## config.mk

```make
export PLATFORM = sky130hd
export DESIGN_NAME = ptx_cordic_stage
export DESIGN_NICKNAME = d
export VERILOG_FILES = /design/src/sv/ptx_pkg.sv /design/src/sv/ptx_cordic_stage.sv
export SDC_FILE = /design/constraint.sdc
export NUM_CORES = 1
export LEC_CHECK = 0
export ABC_CLOCK_PERIOD_IN_PS = 4400
export BUFFER_PORTS_ARGS = -buffer_cell sky130_fd_sc_hd__buf_2
export CAP_MARGIN = 15
export CORE_MARGIN = 10
export CORE_UTILIZATION = 55
export DETAILED_ROUTE_END_ITERATION = 10
export MAX_ROUTING_LAYER = met4
export PLACE_DENSITY = 0.82
export SLEW_MARGIN = 20
export SYNTH_ARGS = -nofsm -noshare
export SYNTH_HDL_FRONTEND = slang
export SYNTH_SLANG_ARGS = --single-unit
export TNS_END_PERCENT = 10
```

## constraint.sdc

```tcl
create_clock -name clk_i -period 4.4 [get_ports clk_i]
set_clock_uncertainty 0.2 [all_clocks]
set_input_delay 0.44 -clock clk_i [delete_from_list [all_inputs] [get_ports clk_i]]
set_output_delay 0.44 -clock clk_i [all_outputs]
set_load 0.02 [all_outputs]
```

## src/sv/ptx_pkg.sv

```systemverilog
`timescale 1ns / 1ps
`default_nettype none
package ptx_pkg;

  localparam int unsigned COORD_W           = 32;
  localparam int unsigned ANGLE_W           = 18;
  localparam int unsigned MODE_W            = 3;
  localparam int unsigned CFG_IDX_W         = 3;
  localparam int unsigned CFG_W             = 32;
  localparam int unsigned CORDIC_STAGES_DEF = 16;
  localparam int unsigned CORDIC_STAGES_MAX = 32;

  // angle reduction and phase
  localparam int unsigned FULL_TURN   = 92160;
  localparam int unsigned RED_W       = 17;
  localparam int unsigned RECIP       = 93207;
  localparam int unsigned RECIP_W     = 17;
  localparam int unsigned RECIP_SHIFT = 22;
  localparam int unsigned DEG_MOD     = 45;
  localparam int unsigned QDEG_W      = 11;
  localparam int unsigned RIDX_W      = 6;
  localparam int unsigned RTAB_W      = 21;
  localparam int unsigned PHASE_W     = QDEG_W + RTAB_W;

  // CORDIC
  localparam int unsigned TRIG_W = 33;
  localparam int unsigned ZW     = 34;
  localparam int unsigned ATAN_W = 30;
  localparam int unsigned GAIN   = 652032874;

  // products and rounding
  localparam int unsigned DIFF_W      = COORD_W + 1;
  localparam int unsigned MAG_TW      = TRIG_W - 1;
  localparam int unsigned PROD_W      = DIFF_W + MAG_TW;
  localparam int unsigned PSHIFT      = 18;
  localparam int unsigned Q28_W       = PROD_W - PSHIFT + 1;
  localparam int unsigned SUM_W       = Q28_W + 1;
  localparam int unsigned ROUND_SHIFT = 12;
  localparam int unsigned ROUND_HALF  = 2048;
  localparam int unsigned ROT_W       = SUM_W - ROUND_SHIFT;
  localparam int unsigned FIN_W       = ROT_W + 1;
  localparam longint unsigned FLUSH   = 64'd70368744;

  // pipeline depth
  localparam int unsigned ANGLE_STAGES = 4;
  localparam int unsigned MUL_STAGES   = 4;
  localparam int unsigned LAT_FIXED    = ANGLE_STAGES + MUL_STAGES + 1;

  typedef enum logic [MODE_W-1:0] {
    MODE_TRANSLATE  = 3'd0,
    MODE_MIRROR_X   = 3'd1,
    MODE_MIRROR_Y   = 3'd2,
    MODE_ROT_ORIGIN = 3'd3,
    MODE_ROT_PIVOT  = 3'd4
  } mode_e;

  typedef enum logic [CFG_IDX_W-1:0] {
    REG_MODE    = 3'd0,
    REG_SHIFT_X = 3'd1,
    REG_SHIFT_Y = 3'd2,
    REG_ANGLE   = 3'd3,
    REG_PIVOT_X = 3'd4,
    REG_PIVOT_Y = 3'd5
  } cfg_reg_e;

  typedef struct packed {
    logic signed [COORD_W-1:0] in_x;
    logic signed [COORD_W-1:0] in_y;
  } pt_in_t;

  typedef struct packed {
    logic signed [COORD_W-1:0] out_x;
    logic signed [COORD_W-1:0] out_y;
  } pt_out_t;

  typedef struct packed {
    logic signed [TRIG_W-1:0] x;
    logic signed [TRIG_W-1:0] y;
    logic signed [ZW-1:0]     z;
    logic                     flip;
  } cordic_t;

  typedef struct packed {
    logic signed [COORD_W-1:0] x;
    logic signed [COORD_W-1:0] y;
    logic signed [DIFF_W-1:0]  px;
    logic signed [DIFF_W-1:0]  py;
  } coord_t;

  typedef struct packed {
    logic signed [ROT_W-1:0] rx;
    logic signed [ROT_W-1:0] ry;
  } rot_t;

  // floor(r * 2^21 / 45) for the remainder r of the reduced angle / 45
  typedef logic [(1 << RIDX_W)-1:0][RTAB_W-1:0] rtab_t;

  function automatic rtab_t build_rtab();
    rtab_t t;
    logic [63:0] v;
    t = '0;
    for (int i = 0; i < DEG_MOD; i++) begin
      v = 64'(i);
      v = (v << RTAB_W) / DEG_MOD;
      t[i] = v[RTAB_W-1:0];
    end
    return t;
  endfunction

  localparam rtab_t RTAB = build_rtab();

  // atan(2^-i) in binary angle, 2^32 per turn
  function automatic logic [ATAN_W-1:0] atan_turn(input int unsigned i);
    logic [ATAN_W-1:0] a;
    case (i)
      0:  a = 30'd536870912;
      1:  a = 30'd316933406;
      2:  a = 30'd167458907;
      3:  a = 30'd85004756;
      4:  a = 30'd42667331;
      5:  a = 30'd21354465;
      6:  a = 30'd10679838;
      7:  a = 30'd5340245;
      8:  a = 30'd2670163;
      9:  a = 30'd1335087;
      10: a = 30'd667544;
      11: a = 30'd333772;
      12: a = 30'd166886;
      13: a = 30'd83443;
      14: a = 30'd41722;
      15: a = 30'd20861;
      16: a = 30'd10430;
      17: a = 30'd5215;
      18: a = 30'd2608;
      19: a = 30'd1304;
      20: a = 30'd652;
      21: a = 30'd326;
      22: a = 30'd163;
      23: a = 30'd81;
      24: a = 30'd41;
      25: a = 30'd20;
      26: a = 30'd10;
      27: a = 30'd5;
      28: a = 30'd3;
      29: a = 30'd1;
      30: a = 30'd1;
      default: a = '0;
    endcase
    return a;
  endfunction

endpackage
`default_nettype wire

```

## src/sv/ptx_cordic_stage.sv

```systemverilog
`timescale 1ns / 1ps
`default_nettype none
module ptx_cordic_stage #(
  parameter int unsigned STAGE = 0
) (
  input  wire logic             clk_i,
  input  wire ptx_pkg::cordic_t c_i,
  output ptx_pkg::cordic_t      c_o
);
  import ptx_pkg::*;

  localparam logic [ATAN_W-1:0] ATAN = atan_turn(STAGE);

  logic signed [TRIG_W-1:0] xi, yi, dx, dy;
  logic signed [ZW-1:0]     zi;
  cordic_t                  c_d, c_q;

  always_comb begin
    xi  = c_i.x;
    yi  = c_i.y;
    zi  = c_i.z;
    dx  = yi >>> STAGE;
    dy  = xi >>> STAGE;
    c_d = c_i;
    if (!zi[ZW-1]) begin
      c_d.x = xi - dx;
      c_d.y = yi + dy;
      c_d.z = zi - ZW'(ATAN);
    end else begin
      c_d.x = xi + dx;
      c_d.y = yi - dy;
      c_d.z = zi + ZW'(ATAN);
    end
  end

  always_ff @(posedge clk_i) begin
    c_q <= c_d;
  end

  assign c_o = c_q;

endmodule
`default_nettype wire

```

==> results of run 1 <==
-- repair_timing --
item | 4_1_cts | 5_1_grt
hold buffers | 30 | 0
buffers inserted | 0 | 0
hold endpoints to repair | 30 | 0
-- stage by stage --
| step | worst slack (ps) | power (mW) | utilization, % |
|---|---|---|---|
| 2_1_floorplan | 1372 | 1.998 | - |
| 3_3_place_gp | 681.9 | 2.407 | 63.26 |
| 3_5_place_dp | 699.0 | 2.412 | 63.26 |
| 4_1_cts | 1060 | 3.263 | 67.67 |
| 5_1_grt | 764.3 | 3.421 | 67.67 |
| 6_report | 929.0 | 3.259 | 67.67 |
-- cells in the mapped netlist (10+ instances only) --
cell type,n,area (um2)
mux2i_1,12,120.1
clkbuf_1,18,67.56
a21o_1,22,165.2
nor2_1,87,326.6
a31oi_1,16,100.1
xnor2_1,56,490.5
o31ai_1,14,105.1
ha_1,99,1239
inv_1,101,379.1
a21oi_1,114,570.6
nor3_1,15,75.07
nand2_1,41,153.9
o211ai_1,10,75.07
o21bai_1,16,120.1
dfxtp_1,100,2002
nand3_1,18,90.09
o21ai_0,48,240.2
-- critical path: stages --
cell	delay, ps
buf_2	100
inv_1	40
ha_1	450
nor4_1	440
o2111ai_1	190
a31oi_1	320
nor2_1	140
o21ai_1	430
a21boi_1	270
nor2_1	160
a41o_1	220
a22oi_1	100
xor2_1	190
-- worst max path at each step --
stage,start,to,slack (ps)
final,c_i[46],c_o[98],930
after global routing,c_i[50],c_o[98],760
after CTS,c_i[46],c_o[98],1060
after detailed placement,c_i[46],c_o[100],700
after global placement,c_i[46],c_o[61],680
after floorplan,c_i[35],c_o[67],1370
-- logic make-up after synthesis --
| group | after synthesis |
|---|---|
| AO/OA/AOI/OAI | 312 |
| XOR/XNOR | 65 |
| adder cells (fa/ha/maj) | 103 |
| buffers and inverters | 149 |
| flip-flops | 100 |
| multiplexers | 13 |
| AND/OR/NAND/NOR | 212 |
-- layout make-up --
type                            instances  area share, %
Clock inverter                          6         0.7489
Inverter                              108          4.333
Clock buffer                           10          2.554
Tap cell                              180          2.407
Timing Repair Buffer                  241          14.74
Multi-Input combinational cell        705          53.82
Sequential cell                       100          21.40
-- power breakdown --
group	total [mW]	switching, mW	internal (mW)
clock	0.821	0.360	0.461
combinational	1.33	0.848	0.483
sequential	1.11	0.0370	1.07
-- layer usage --
metal / vias to the layer above / track usage [%] / share of wire (%)
met1: 3569 / 32.73 / 43
met3: 48 / 6.267 / 10
li1: 3733 / - / -
met4: 0 / 8.435 / 2.4
met2: 438 / 38.45 / 44
met5: - / - / 0
==> impl_metrics.json, run 1 <==
{
  "path_clk_slew_ps": 70,
  "yosys.area_share.simple_pct": 12.75,
  "syn_nets": 1159,
  "slew-limit-headroom_pct": 38.21,
  "worstSetupPathType": "in -> reg",
  "htree_levels": 3,
  "syn-cell-area_mm2": 0.007716,
  "diodes": 0,
  "setup_viol_count_final": 0,
  "stdcell_count": 1350,
  "clockRootBuffer": "clkbuf_16",
  "holdPathEnd": "c_o[30]",
  "power_density_mw_per_mm2": 348.3,
  "start_kind": "input port",
  "synth-seq-area-share_pct": 25.94,
  "synth.area.mux_share_pct": 1.703,
  "yosysWarnings": 0,
  "final_cell_area_mm2": 0.009356,
  "status": "finished clean",
  "grt_max_degree": 85,
  "largest_reg_flops": 100,
  "slew_viol_final": 0,
  "syn_inst": 954,
  "firstDrtPassIters": 5,
  "synth_top_family_by_area": "compound AO/OA/AOI/OAI gates",
  "grt_overflow": 0,
  "hold_depth": 2,
  "vias_per_cell": 5.769,
  "nFillCells": 1199,
  "hpwl_um": 19460,
  "final_common_cell": "buf_2",
  "ys_types": 81,
  "grt_pass1_vias": 7367,
  "rows": 43,
  "area_growth_pct": 21.26,
  "hp-start": "c_i[30]",
  "regArea_mm2": 0.002002,
  "rsz0062_at_grt": "no",
  "hold_violations": 0,
  "leakagePower_nw": 4.588,
  "yosys_register_bits": 100,
  "avgSynthCellArea_um2": 8.088,
  "place_congestion": 1.015,
  "cts_buffer_depth": 2,
  "io_pins": 203,
  "postRouteAntennaNets": 0,
  "routed_wl_um": 25290,
  "fmax_ghz": 0.2881,
  "critPathMaxFanout": 11,
  "drive_above_1_share_pct": 21.88,
  "cts_sinks": 100,
  "endpoint_kind": "flop",
  "ir_worst_vdd_mv": 0.1951,
  "fin_tns_setup_ps": 0,
  "synth_adder_area_share_pct": 17.09,
  "synth_xor_area_share_pct": 7.378,
  "required_ps": 4430,
  "die_w_um": 138.4,
  "drc": 0,
  "synth_async_sr_flop_share_pct": 0,
  "dieArea_mm2": 0.01917,
  "post_drt_wl_per_cell_um": 18.74,
  "start_util_pct": 55.80,
  "crit_arrival_ps": 3500,
  "synth_edf_count": 0,
  "die_h_um": 138.4,
  "ys.flop_type": "dfxtp_1",
  "grt_pass1_wl_um": 39420,
  "drtIter0Drc": 677,
  "core_area_mm2": 0.01383,
  "grt_usage_pct": 25.49,
  "post-place-cells": 1304,
  "num_vias": 7788,
  "cts_tree": "built",
  "fin_crit_sh_pct": 78.89,
  "antenna_found_initial": 0,
  "period_minus_slack_ps": 3471,
  "cts_buffers": 9,
  "cts_repair_resize_count": 0,
  "maxCapViolCount": 0,
  "hold_path_class": "in -> reg",
  "whs_ps": 106.0,
  "placed_area_mm2": 0.008747,
  "layout_common_cells": "buf_2, a21oi_1, inv_1",
  "worst_pin_slew_ps": 921.1,
  "finalNetCount": 1370,
  "port_buffers": 202,
  "synth_compound_area_share_pct": 26.35,
  "multi_input_area_mm2": 0.005036
}
No activity file was read; power rests on OpenSTA's default activity.
==> run 2: changes to the inputs <==
ABC_CLOCK_PERIOD_IN_PS = 3100   (was 4400)
CORE_UTILIZATION = 49   (was 55)
PLACE_DENSITY = 0.77   (was 0.82)
clock period = 3.1 ns   (was 4.4 ns; I/O delays follow)
==> run 2 against run 1 <==
Against the previous run:
- first-iteration DRC count is 11% higher
- sequential power is 42% higher
- highest routed layer unchanged
- critical path type unchanged
- non-clock buffer count is 175 higher
==> impl_metrics.json, run 2 (same netlist as run 1, synthesis figures left out) <==
{
  "status": "finished clean",
  "grt_usage_pct": 25.39,
  "setup_viol_count_final": 0,
  "drtIter0Drc": 752,
  "diodes": 0,
  "multi_input_area_mm2": 0.005114,
  "grt_pass1_wl_um": 43150,
  "holdPathEnd": "c_o[31]",
  "final_common_cell": "buf_2",
  "hold_path_class": "in -> reg",
  "drc": 0,
  "path_clk_slew_ps": 60,
  "htree_levels": 3,
  "post_drt_wl_per_cell_um": 17.53,
  "slew_viol_final": 0,
  "vias_per_cell": 5.370,
  "crit_arrival_ps": 3060,
  "crit_chain": "buf_2 > inv_1 > ha_1 > fa_1 > inv_1 > a21oi_1 > o2111ai_2 > a31oi_1 > o41ai_1 > buf_4 > o21ai_1 > a21oi_1 > o21ai_1 > a32oi_1 > xor2_1",
  "firstDrtPassIters": 6,
  "maxCapViolCount": 0,
  "num_vias": 8351,
  "final_cell_area_mm2": 0.01080,
  "hp-start": "c_i[31]",
  "place_congestion": 0.9873,
  "routed-wl-met2_um": 12410,
  "worst_pin_slew_ps": 922.7,
  "drt-met1-wl_um": 12140,
  "fin_tns_setup_ps": 0,
  "rows": 45,
  "grt_overflow": 0,
  "clockRootBuffer": "clkbuf_16",
  "leakagePower_nw": 5.465,
  "nFillCells": 1306,
  "postRouteAntennaNets": 0,
  "die_h_um": 145.5,
  "io_pins": 203,
  "hpwl_um": 22330,
  "endpoint_kind": "flop",
  "placed_area_mm2": 0.01009,
  "critPathMaxFanout": 3,
  "post-place-cells": 1509,
  "critical_path.slowest_cell": "fa_1",
  "power_density_mw_per_mm2": 465.0,
  "slew-limit-headroom_pct": 38.49,
  "layout_common_cells": "buf_2, buf_4, a21oi_1",
  "rsz0062_at_grt": "no",
  "cts_buffer_depth": 2,
  "routed_wl_um": 27260,
  "fin_crit_sh_pct": 96.16,
  "grt_max_degree": 85,
  "antenna_found_initial": 0,
  "dieArea_mm2": 0.02117,
  "stdcell_count": 1555,
  "worstSetupPathType": "in -> reg",
  "period_minus_slack_ps": 2981,
  "finalNetCount": 1545,
  "drive_above_1_share_pct": 32.96,
  "start_kind": "input port",
  "ir_worst_vdd_mv": 0.2752,
  "grt_pass1_vias": 8216,
  "max_stage_delay_ps": 400,
  "cts_buffers": 9,
  "hold_violations": 0,
  "hold_depth": 2,
  "die_w_um": 145.5,
  "port_buffers": 202,
  "required_ps": 3180,
  "regArea_mm2": 0.002002,
  "route.met3.wl_um": 2137,
  "core_area_mm2": 0.01531,
  "top_layer_used": "met4",
  "cts_sinks": 100,
  "fmax_ghz": 0.3355,
  "largest_reg_flops": 100,
  "power.total_mw": 5.022,
  "cts_tree": "built",
  "area_growth_pct": 39.99,
  "start_util_pct": 50.38
}
[run 2: cell count changes in the layout (fill, tap and decap cells not counted), sizes merged]
cell         delta
buf           +174
clkinvlp        -2
bufinv          +1
dlygate4sd3     +1
[run 2: metal layers]
layer / vias up / GRT usage (%)
li1: 4070 / -
met1: 3808 / 32.33
met2: 426 / 39.88
met3: 47 / 5.495
met4: 0 / 6.825
met5: - / -
[run 2: critical path, delay by kind of cell]
family                     cells  cell delay [ps]
adders and majority gates      2              620
buffers and inverters          4              410
AOI/OAI and AO/OA              8             1550
xor gates and xnor gates       1              150
[run 2: worst max-delay path by stage]
stage	start	endpoint	slack (ps)	cells after the start
detailed placement	c_i[47]	c_o[98]	-320	15
global placement	c_i[47]	c_o[98]	-330	15
floorplan	c_i[35]	c_o[67]	200	12
CTS	c_i[47]	c_o[98]	10	15
global route	c_i[35]	c_o[98]	9	14
finish	c_i[35]	c_o[65]	120	15
[run 2: cell type report]
cell class	instances	share of cell area (%)
Clock inverter	5	0.7645
Timing Repair Buffer	416	24.95
Tap cell	211	2.444
Sequential cell	100	18.53
Inverter	108	3.753
Clock buffer	10	2.212
Multi-Input combinational cell	705	47.34
[run 2: power by group]
part / leakage [nW] / internal (mW) / switching [mW]
Sequential: 0.844 / 1.52 / 0.0637
Combinational: 4.46 / 0.921 / 1.28
Clock: 0.159 / 0.730 / 0.504
Total: 5.47 / 3.17 / 1.85
[run 2: timing repair]
item,CTS,global route
setup buffers,0,0
hold buffers,31,0
setup endpoints to repair,0,17
endpoints found under the hold margin,31,0
gates resized for setup,0,16
[run 2: per-stage QoR]
stage | hold slack, ps | utilization [%] | worst slack [ps]
2_1_floorplan | 137.7 | - | 202.4
3_3_place_gp | 212.1 | 65.90 | -325.4
3_5_place_dp | 213.6 | 65.90 | -324.2
4_1_cts | 41.50 | 70.02 | 12.19
5_1_grt | 72.85 | 70.53 | 9.431
6_report | 55.61 | 70.53 | 119.1
